--- config.mk ---
export PLATFORM = sky130hd
export DESIGN_NAME = online_three_means_clusterer
export DESIGN_NICKNAME = d
export VERILOG_FILES = /design/src/rtl/otmc_pkg.sv /design/src/rtl/online_three_means_clusterer.sv
export SDC_FILE = /design/constraint.sdc
export NUM_CORES = 2
export LEC_CHECK = 0
export CAP_MARGIN = 20
export CORE_MARGIN = 4
export CORE_UTILIZATION = 50
export DETAILED_ROUTE_END_ITERATION = 16
export DONT_BUFFER_PORTS = 1
export GPL_TIMING_DRIVEN = 0
export PLACE_DENSITY = 0.68
export REMOVE_ABC_BUFFERS = 1
export SKIP_CTS_REPAIR_TIMING = 1
export SYNTH_ARGS = -nofsm -noshare
export SYNTH_HDL_FRONTEND = slang
export SYNTH_SLANG_ARGS = --single-unit
export TNS_END_PERCENT = 30
--- constraint.sdc ---
create_clock -name clk -period 9.9 [get_ports clk]
set_clock_uncertainty 0.2 [all_clocks]
set_input_delay 0.495 -clock clk [delete_from_list [all_inputs] [get_ports clk]]
set_output_delay 0.495 -clock clk [all_outputs]
set_load 0.02 [all_outputs]
--- src/rtl/otmc_pkg.sv ---
`timescale 1ns / 1ps

package otmc_pkg;

  localparam int COORD_WIDTH_DEFAULT = 16;
  localparam int COUNT_WIDTH_DEFAULT = 16;

  localparam int RATIO_WIDTH = 16;
  localparam int RATIO_FRAC = 14;
  localparam logic [RATIO_WIDTH-1:0] RATIO_RESET = 16'd18063;

  localparam int APB_ADDR_WIDTH = 3;
  localparam int APB_DATA_WIDTH = 32;
  localparam logic [0:0] REG_RATIO = 1'b0;

  localparam logic [1:0] OUTCOME_SEED = 2'd0;
  localparam logic [1:0] OUTCOME_ASSIGN = 2'd1;
  localparam logic [1:0] OUTCOME_DISCARD = 2'd2;

endpackage

--- src/rtl/online_three_means_clusterer.sv ---
`timescale 1ns / 1ps

// Online three-means clusterer for signed fixed-point 2-D points. The first three requests
// seed the three centres with a member count of one and go from acceptance straight to the
// result stage. Every later request is measured by squared distance against all three
// centres; if any two distances lie within the ambiguity ratio (register at byte address 0,
// Q2.14, unsigned) the point is dropped, otherwise the nearest centre moves to its running
// mean and its count grows, saturating. One shared multiplier does the six squares, the six
// ratio partial products and the two centre-times-count products, and a restoring divider
// retires one quotient bit per cycle for each coordinate. point_ready is high only while
// no request is in work and returns in the same cycle that result_valid rises. A finished
// result moves to the output register as soon as that register is free, and holds the block
// busy until then; once there it waits without stopping the next request from being taken.
module online_three_means_clusterer #(
  parameter int COORD_WIDTH = otmc_pkg::COORD_WIDTH_DEFAULT,
  parameter int COUNT_WIDTH = otmc_pkg::COUNT_WIDTH_DEFAULT
) (
  input  logic                                    clk,
  input  logic                                    rst,
  input  logic                                    point_valid,
  output logic                                    point_ready,
  input  logic signed [COORD_WIDTH-1:0]           point_x,
  input  logic signed [COORD_WIDTH-1:0]           point_y,
  output logic                                    result_valid,
  input  logic                                    result_ready,
  output logic [1:0]                              outcome,
  output logic [1:0]                              cluster,
  output logic signed [COORD_WIDTH-1:0]           new_center_x,
  output logic signed [COORD_WIDTH-1:0]           new_center_y,
  output logic [COUNT_WIDTH-1:0]                  member_count,
  input  logic                                    psel,
  input  logic                                    penable,
  input  logic                                    pwrite,
  input  logic [otmc_pkg::APB_ADDR_WIDTH-1:0]     paddr,
  input  logic [otmc_pkg::APB_DATA_WIDTH-1:0]     pwdata,
  output logic [otmc_pkg::APB_DATA_WIDTH-1:0]     prdata,
  output logic                                    pready
);

  localparam int CW = COORD_WIDTH;
  localparam int NW = COUNT_WIDTH;
  localparam int RW = otmc_pkg::RATIO_WIDTH;
  localparam int HW = CW + 1;
  localparam int DW = 2 * HW;
  localparam int PW = DW + RW;
  localparam int MW0 = (HW > RW) ? HW : RW;
  localparam int MW = (MW0 > NW) ? MW0 : NW;
  localparam int AW = (PW > 2 * MW) ? PW : 2 * MW;
  localparam int QW = CW + NW;
  localparam int IW = $clog2(CW);

  typedef enum logic [3:0] {
    S_IDLE,
    S_DIFF,
    S_SQX,
    S_SQY,
    S_DSUM,
    S_RLO,
    S_RHI,
    S_RSUM,
    S_CMP,
    S_PICK,
    S_MMUL,
    S_MADD,
    S_DIV,
    S_QSTORE,
    S_DONE
  } state_t;

  state_t state;

  logic [CW-1:0]   center_x [3];
  logic [CW-1:0]   center_y [3];
  logic [NW-1:0]   counts [3];
  logic [1:0]      seeded;
  logic [RW-1:0]   ratio;

  logic [CW-1:0]   px;
  logic [CW-1:0]   py;
  logic [1:0]      k;
  logic [1:0]      j;
  logic [1:0]      kind;
  logic            coord;
  logic [HW-1:0]   ax;
  logic [HW-1:0]   ay;
  logic [2*MW-1:0] prod;
  logic [AW-1:0]   acc;
  logic [DW-1:0]   dsq [3];
  logic [PW-1:0]   rdist [3];
  logic [2:0]      lt_flags;
  logic            amb_any;
  logic            neg;
  logic [NW-1:0]   rem;
  logic [CW-1:0]   qsh;
  logic [NW:0]     divisor;
  logic [IW-1:0]   iter;
  logic [CW-1:0]   qx;
  logic [CW-1:0]   qy;

  logic [MW-1:0]   mul_a;
  logic [MW-1:0]   mul_b;
  logic [2*MW-1:0] mul_p;
  logic [HW-1:0]   dx;
  logic [HW-1:0]   dy;
  logic [HW-1:0]   ax_c;
  logic [HW-1:0]   ay_c;
  logic [DW-1:0]   dist_k;
  logic [DW-1:0]   pa;
  logic [DW-1:0]   pb;
  logic [PW-1:0]   pra;
  logic [PW-1:0]   prb;
  logic            lt_now;
  logic            amb_now;
  logic [PW-1:0]   big_sh;
  logic [1:0]      k_pick;
  logic [CW-1:0]   csel;
  logic [CW-1:0]   cmag;
  logic [CW-1:0]   pcoord;
  logic [QW:0]     pv;
  logic [QW:0]     num;
  logic [QW:0]     nabs;
  logic [NW:0]     sh;
  logic            ge;
  logic [NW:0]     diff;
  logic [CW-1:0]   qval;
  logic [NW-1:0]   count_k;
  logic [NW-1:0]   count_inc;
  logic            out_free;
  logic            cfg_write;

  assign pready = 1'b1;
  assign point_ready = (state == S_IDLE);
  assign out_free = !result_valid || result_ready;
  assign cfg_write = psel && penable && pwrite
                     && (paddr[otmc_pkg::APB_ADDR_WIDTH-1:2] == otmc_pkg::REG_RATIO);
  assign prdata = (paddr[otmc_pkg::APB_ADDR_WIDTH-1:2] == otmc_pkg::REG_RATIO)
                  ? otmc_pkg::APB_DATA_WIDTH'(ratio) : '0;

  always_comb begin
    dist_k = dsq[k];
    count_k = counts[k];
    count_inc = (&count_k) ? count_k : NW'(count_k + 1'b1);

    dx = {px[CW-1], px} - {center_x[k][CW-1], center_x[k]};
    dy = {py[CW-1], py} - {center_y[k][CW-1], center_y[k]};
    ax_c = dx[HW-1] ? HW'(-dx) : dx;
    ay_c = dy[HW-1] ? HW'(-dy) : dy;

    csel = coord ? center_y[k] : center_x[k];
    cmag = csel[CW-1] ? CW'(-csel) : csel;
    pcoord = coord ? py : px;

    unique case (state)
      S_SQX: begin
        mul_a = MW'(ax);
        mul_b = MW'(ax);
      end
      S_SQY: begin
        mul_a = MW'(ay);
        mul_b = MW'(ay);
      end
      S_RLO: begin
        mul_a = MW'(ratio);
        mul_b = MW'(dist_k[HW-1:0]);
      end
      S_RHI: begin
        mul_a = MW'(ratio);
        mul_b = MW'(dist_k[DW-1:HW]);
      end
      S_MMUL: begin
        mul_a = MW'(cmag);
        mul_b = MW'(count_k);
      end
      default: begin
        mul_a = '0;
        mul_b = '0;
      end
    endcase
    mul_p = (2 * MW)'(mul_a) * (2 * MW)'(mul_b);

    unique case (j)
      2'd0: begin
        pa = dsq[0];
        pb = dsq[1];
        pra = rdist[0];
        prb = rdist[1];
      end
      2'd1: begin
        pa = dsq[0];
        pb = dsq[2];
        pra = rdist[0];
        prb = rdist[2];
      end
      default: begin
        pa = dsq[1];
        pb = dsq[2];
        pra = rdist[1];
        prb = rdist[2];
      end
    endcase
    lt_now = pa < pb;
    big_sh = PW'(lt_now ? pb : pa) << otmc_pkg::RATIO_FRAC;
    amb_now = (pa == pb) || (big_sh <= (lt_now ? pra : prb));

    if (lt_flags[0] && lt_flags[1]) begin
      k_pick = 2'd0;
    end else if (lt_flags[2]) begin
      k_pick = 2'd1;
    end else begin
      k_pick = 2'd2;
    end

    pv = {1'b0, prod[QW-1:0]};
    num = (csel[CW-1] ? (QW + 1)'(-pv) : pv) + {{(QW + 1 - CW){pcoord[CW-1]}}, pcoord};
    nabs = num[QW] ? (QW + 1)'(-num) : num;

    sh = {rem, qsh[CW-1]};
    ge = sh >= divisor;
    diff = sh - divisor;

    qval = neg ? CW'(-qsh) : qsh;
  end

  always_ff @(posedge clk) begin
    prod <= mul_p;
    if (rst) begin
      state <= S_IDLE;
      result_valid <= 1'b0;
      seeded <= 2'd0;
      ratio <= otmc_pkg::RATIO_RESET;
      for (int i = 0; i < 3; i++) begin
        center_x[i] <= '0;
        center_y[i] <= '0;
        counts[i] <= '0;
      end
    end else begin
      if (state == S_DONE && out_free) begin
        result_valid <= 1'b1;
      end else if (result_valid && result_ready) begin
        result_valid <= 1'b0;
      end
      if (cfg_write) begin
        ratio <= pwdata[RW-1:0];
      end

      unique case (state)
        S_IDLE: begin
          if (point_valid) begin
            px <= point_x;
            py <= point_y;
            if (seeded != 2'd3) begin
              k <= seeded;
              kind <= otmc_pkg::OUTCOME_SEED;
              state <= S_DONE;
            end else begin
              k <= 2'd0;
              state <= S_DIFF;
            end
          end
        end
        S_DIFF: begin
          ax <= ax_c;
          ay <= ay_c;
          state <= S_SQX;
        end
        S_SQX: begin
          state <= S_SQY;
        end
        S_SQY: begin
          acc <= AW'(prod);
          state <= S_DSUM;
        end
        S_DSUM: begin
          dsq[k] <= DW'(acc + AW'(prod));
          if (k == 2'd2) begin
            k <= 2'd0;
            state <= S_RLO;
          end else begin
            k <= k + 2'd1;
            state <= S_DIFF;
          end
        end
        S_RLO: begin
          state <= S_RHI;
        end
        S_RHI: begin
          acc <= AW'(prod);
          state <= S_RSUM;
        end
        S_RSUM: begin
          rdist[k] <= PW'(acc + (AW'(prod) << HW));
          if (k == 2'd2) begin
            j <= 2'd0;
            amb_any <= 1'b0;
            state <= S_CMP;
          end else begin
            k <= k + 2'd1;
            state <= S_RLO;
          end
        end
        S_CMP: begin
          lt_flags[j] <= lt_now;
          amb_any <= amb_any || amb_now;
          if (j == 2'd2) begin
            if (amb_any || amb_now) begin
              kind <= otmc_pkg::OUTCOME_DISCARD;
              state <= S_DONE;
            end else begin
              state <= S_PICK;
            end
          end else begin
            j <= j + 2'd1;
          end
        end
        S_PICK: begin
          k <= k_pick;
          coord <= 1'b0;
          kind <= otmc_pkg::OUTCOME_ASSIGN;
          state <= S_MMUL;
        end
        S_MMUL: begin
          state <= S_MADD;
        end
        S_MADD: begin
          neg <= num[QW];
          rem <= nabs[QW-1:CW];
          qsh <= nabs[CW-1:0];
          divisor <= {1'b0, count_k} + 1'b1;
          iter <= IW'(CW - 1);
          state <= S_DIV;
        end
        S_DIV: begin
          rem <= ge ? diff[NW-1:0] : sh[NW-1:0];
          qsh <= {qsh[CW-2:0], ge};
          if (iter == '0) begin
            state <= S_QSTORE;
          end else begin
            iter <= iter - 1'b1;
          end
        end
        S_QSTORE: begin
          if (!coord) begin
            qx <= qval;
            coord <= 1'b1;
            state <= S_MMUL;
          end else begin
            qy <= qval;
            state <= S_DONE;
          end
        end
        S_DONE: begin
          if (out_free) begin
            outcome <= kind;
            state <= S_IDLE;
            unique case (kind)
              otmc_pkg::OUTCOME_SEED: begin
                center_x[k] <= px;
                center_y[k] <= py;
                counts[k] <= NW'(1);
                seeded <= seeded + 2'd1;
                cluster <= k;
                new_center_x <= px;
                new_center_y <= py;
                member_count <= NW'(1);
              end
              otmc_pkg::OUTCOME_ASSIGN: begin
                center_x[k] <= qx;
                center_y[k] <= qy;
                counts[k] <= count_inc;
                cluster <= k;
                new_center_x <= qx;
                new_center_y <= qy;
                member_count <= count_inc;
              end
              default: begin
                cluster <= 2'd0;
                new_center_x <= '0;
                new_center_y <= '0;
                member_count <= '0;
              end
            endcase
          end
        end
        default: begin
          state <= S_IDLE;
        end
      endcase
    end
  end

endmodule
=== Word level (Yosys, flattened, before mapping) ===
Memories as Yosys holds them, arrays and structs flattened. A register that Yosys moved wholly into a read port is not among the register bits.
Cells that the tools add are included.

* $add $sub $neg: 18
* Multipliers: 1
* Divide/modulo/power cells: 0
* $lt $le $gt $ge: 5
* Equality and inequality tests: 30
* Shift-type cells: 0
* Muxes and demuxes: 93
* Bitwise logic cells: 6
* Reductions and logical operators: 46

{| class="wikitable"
|+ Operators with widths
! kind !! count
|-
| 16-bit 2-to-1 mux || 15
|-
| 16-bit one-hot mux with 2 select lines || 5
|-
| 50-bit 2-to-1 mux || 3
|-
| 34-bit 2-to-1 mux || 3
|-
| 17-bit one-hot mux with 5 select lines || 1
|-
| 17-bit one-hot mux with 4 select lines || 1
|-
| 4-bit one-hot mux with 15 select lines || 1
|-
| 34-bit by 50-bit adder with 50-bit output || 1
|-
| 48-bit by 50-bit less-or-equal comparator with 1-bit output || 1
|-
| 16-bit OR reduction || 3
|-
| 2-bit 2-to-1 mux || 19
|-
| 34-bit adder || 1
|-
| 34-bit == test || 1
|-
| 34-bit less-than comparator || 1
|-
| 17-bit by 17-bit multiplier with 34-bit output || 1
|-
| 17-bit negation || 2
|-
| 16-bit by 16-bit subtractor with 17-bit output || 2
|-
| 33-bit adder || 1
|-
| 33-bit 2-to-1 mux || 1
|-
| 32-bit negation with 33-bit output || 1
|-
| 32-bit 2-to-1 mux || 1
|-
| 16-bit negation || 2
|-
| 32-bit negation || 1
|-
| 4-bit == test, second input constant || 7
|-
| other kinds (41) || 124
|}

* Bits in registers: 306
* Latch bits: 0
* RAM bits: 396
* ROM bits: 0
* Logic and storage cells: 234
* Memories kept: 5

{| class="wikitable"
|+ Memories
! memory !! depth !! bits a word !! read ports !! clocked after memory_dff !! write ports !! RTL line !! source
|-
| rdist || 3 || 50 || 3 || 0 || 1 || online_three_means_clusterer.sv:89 || <nowiki>logic [PW-1:0] rdist [3];</nowiki>
|-
| dsq || 3 || 34 || 4 || 1 || 1 || online_three_means_clusterer.sv:88 || <nowiki>logic [DW-1:0] dsq [3];</nowiki>
|-
| center_x || 3 || 16 || 1 || 1 || 3 || online_three_means_clusterer.sv:72 || <nowiki>logic [CW-1:0] center_x [3];</nowiki>
|-
| center_y || 3 || 16 || 1 || 1 || 3 || online_three_means_clusterer.sv:73 || <nowiki>logic [CW-1:0] center_y [3];</nowiki>
|-
| counts || 3 || 16 || 1 || 1 || 3 || online_three_means_clusterer.sv:74 || <nowiki>logic [NW-1:0] counts [3];</nowiki>
|}

=== Logic depth before layout (Yosys ltp) ===
* Depth in word-level cells: 11
* Mapped depth: 35

=== Worst setup path before layout ===
No wires, ideal clock.

* Path type: register to register
* Start: register with a tool-made name
* End: register prod[33]
* Data arrival time: 8,641 ps
* Required time: 9,579 ps
* Setup slack: 938 ps
* Stages on the path, launching flop included: 34
* Path buffers: 4
* Path through: dfxtp_1 buf_4 buf_4 buf_4 mux4_2 mux2i_1 nand4_1 nand2b_1 o21ai_0 xor2_1 a221oi_1 clkbuf_1 nor2_1 fa_1 inv_1 fa_1 fa_1 inv_1 fa_1 fa_1 inv_1 fa_1 inv_1 ha_1 a21o_1 a21oi_1 a31oi_1 o2111a_1 o21ai_0 o21ai_0 or4_1 a31oi_1 o21ai_0 xnor2_1

{| class="wikitable"
|+ RTL lines
! element !! RTL line !! source
|-
| end signal: assignment || online_three_means_clusterer.sv:225 || <nowiki>prod <= mul_p;</nowiki>
|-
| end: declaration || online_three_means_clusterer.sv:86 || <nowiki>logic [2*MW-1:0] prod;</nowiki>
|}

==> metrics <==
endpoint of the worst hold path kind[1]; number of flops mapped to enable cells by yosys 727; first-pass GRT wire length 219100 um; final setup vio count 0; clock slew at reported path FFs 0.06 ns; die outline width 332.1 um; post-DP HPWL 107200 um; Post-Layout Cell Count 6296; switching component of the power 6.663 mW; DR iter-0 viols 3621; critical path buffer and inverter count 6; number of cells after detailed placement 6040; # IOs 161; area added between synthesis and finish 11.44%; sum of overflow across all layers after global routing 0; Cell Rows 118; Clock Root Buffer sky130_fd_sc_hd__clkbuf_16; share of synthesized flip-flops with an asynchronous set or reset 0%; path class of the lowest-slack min-delay path in -> reg; utilization after layout 56.31%; total global-route track usage 25.75%; number of nets with antenna violations after detailed routing 0; worst IR drop on VDD 0.1685 mV; dominant cell type by count on the critical path sky130_fd_sc_hd__fa_1; height of the die 332.1 um; outcome complete, no violations; global placer's final weighted congestion 0.9310; H-Tree Level Count 3; die area 110300 um^2; later-pin clock latency in the skew report 0.68 ns; total number of yosys warnings 0; Worst R2R End prod[33]; Clk pwr share 20.6%; fraction of final layout cells with drive strength greater than 1 9.967%; critical path launch point type register; Max-cap violations 0; clock tree from TritonCTS built; number of unique standard cell types used by synthesis 98; clk sinks 786; relative contribution of sequential cells to total power 28.4%; Power per Cell Area 270.9 nW/um^2; Worst Reg2Reg Path Length in Cells 33; relative slew slack 23.57%; Reg2Reg Setup Slack 0.27 ns; leading cell types in the layout, fill and taps excluded sky130_fd_sc_hd__edfxtp_1 (727), sky130_fd_sc_hd__nor2_1 (516), sky130_fd_sc_hd__inv_1 (490); static leakage 23.44 nW; category of the worst setup path capture point register; highest-delay cell along the critical path sky130_fd_sc_hd__mux4_2; vias in the first global route 36610; portion of the post-synthesis area used by sequential elements 43.81%; Tightest Pin Transition 1.146 ns; min Tclk post-route 9.630 ns; Routed WL per cell 23.12 um; number of clock buffers inserted by TritonCTS 88; Vias 37470; core box area 103900 um^2; Syn Area/Cell 10.99 um^2; critical path data required time 10.25 ns; count of inserted antenna diode cells 0; synthesized instance count 4781; internal power 9.194 mW; worst path arrival time 9.98 ns; fin crit share 97.27%; Nets 5473; DRC violations left 0; most common library cell in the layout ignoring fill and taps sky130_fd_sc_hd__edfxtp_1; number of buffers on the longest clock path 3; maximum fanout encountered on the critical timing path 16; first-pass iteration count of the detailed router 6; Mapped Area 52520 um^2; Routed Wire Length 145500 um; start point of the worst min-delay path rst; maximum single-stage delay on the critical path 0.59 ns; Initial Util 50.53%; Primary FF master, synth sky130_fd_sc_hd__edfxtp_1; initial antenna violation count 1; largest net degree at the start of global routing 92; net switching fraction of the power 42.02%; family with the most delay on the worst path adder cells; Yosys reg bits 786; combinational power share 51.0%; CP Class reg -> reg; number of max-slew violations in the final report 0; hold path depth 3; number of hold violations in the final report 0; total of buffers placed on input and output ports 0; post-DR vias/cell 5.951; peak clock frequency supported by timing 0.1038 GHz
==> worst max-delay path by stage <==
stage / end / slack [ns] / startpoint / cells after the start
2_1_floorplan: kind[0] / -3.52 / j[0] / 27
3_3_place_gp: kind[0] / -15.71 / j[0] / 27
3_5_place_dp: prod[33] / -1.55 / register / 33
4_1_cts: prod[33] / -1.56 / register / 33
5_1_grt: prod[33] / -0.03 / register / 33
6_report: prod[33] / 0.27 / register / 33
==> metal layers <==
metal | vias to the layer above | wire length [um] | global-route usage (%)
li1 | 17010 | - | -
met1 | 18530 | 59670 | 35.22
met2 | 1638 | 68230 | 41.85
met3 | 287 | 12110 | 4.230
met4 | 0 | 5528 | 9.006
met5 | - | 0 | 0
==> power by group through the flow <==
stage | Clock (mW) | Combinational [mW] | Sequential [mW]
final | 3.27 | 8.09 | 4.50
after detailed placement | 0 | 7.72 | 4.60
after CTS | 3.30 | 7.77 | 4.53
after global placement | 0 | 7.38 | 4.77
after floorplan | 0 | 5.53 | 4.53
after global routing | 3.45 | 8.84 | 4.50
==> flip-flops by register name (all words and copies together), names as in the netlist, 16 cells and up, named ones only <==
name,flops
ratio,16
ay,17
px,16
member_count,16
qsh,16
rem,16
acc,34
dsq,136
center_x,64
new_center_y,16
py,16
rdist,150
counts,64
prod,34
center_y,64
new_center_x,16
qy,16
ax,17
qx,16
divisor,17
==> cell type report <==
cell class / instances / area [um^2]
Fill cell: 8732 / 45410
Multi-Input combinational cell: 3314 / 27140
Sequential cell: 786 / 23020
Clock buffer: 105 / 2359
Timing Repair Buffer: 159 / 1881
Inverter: 493 / 1853
Tap cell: 1380 / 1727
Clock inverter: 59 / 546.8
==> kinds of logic after synthesis <==
group	count (synthesis)	synth area share (%)
buffers and inverters	696	5.301
other	2	0.01430
adder cells (fa/ha/maj)	557	16.56
AND/OR/NAND/NOR	1329	11.45
multiplexers	266	7.142
XOR/XNOR	274	4.569
flip-flops	786	43.81
AO/OA/AOI/OAI	871	11.16
==> Yosys cell counts, drive strengths merged, types with 51 or more instances <==
cell / number / area share, %
o21bai: 53 / 0.76
o21a: 66 / 0.96
a22oi: 51 / 0.73
nor2b: 54 / 0.66
nand2: 397 / 2.8
nor2: 523 / 3.7
fa: 230 / 8.8
inv: 492 / 3.5
a21oi: 162 / 1.6
xor2: 80 / 1.3
clkbuf: 142 / 1.1
nor3: 63 / 0.60
mux2i: 134 / 2.6
dfxtp: 59 / 2.2
o21ai: 206 / 2.0
xnor2: 194 / 3.2
buf: 61 / 0.72
ha: 327 / 7.8
mux4: 82 / 3.5
a21o: 85 / 1.2
edfxtp: 727 / 42
==> tightest hold or removal path: cells and delay by family <==
| kind | cells | cell delay [ns] |
|---|---|---|
| and+or+nand+nor | 2 | 0.12 |
| AOI/OAI and AO/OA | 1 | 0.08 |
==> per-stage QoR <==
step	instance area (um^2)	hold WS (ns)	power (mW)	TNS [ns]	setup WS, ns
final	58530	0.01461	15.86	0	0.2704
after floorplan	51640	0.2280	10.07	-57.77	-3.521
after CTS	57490	-0.3233	15.61	-7.863	-1.563
after detailed placement	54590	0.2540	12.32	-7.572	-1.553
after global placement	53370	0.2571	12.16	-365.78	-15.71
after global routing	58530	0.01344	16.80	-0.03465	-0.03465
(Power assumes the default switching activity.)
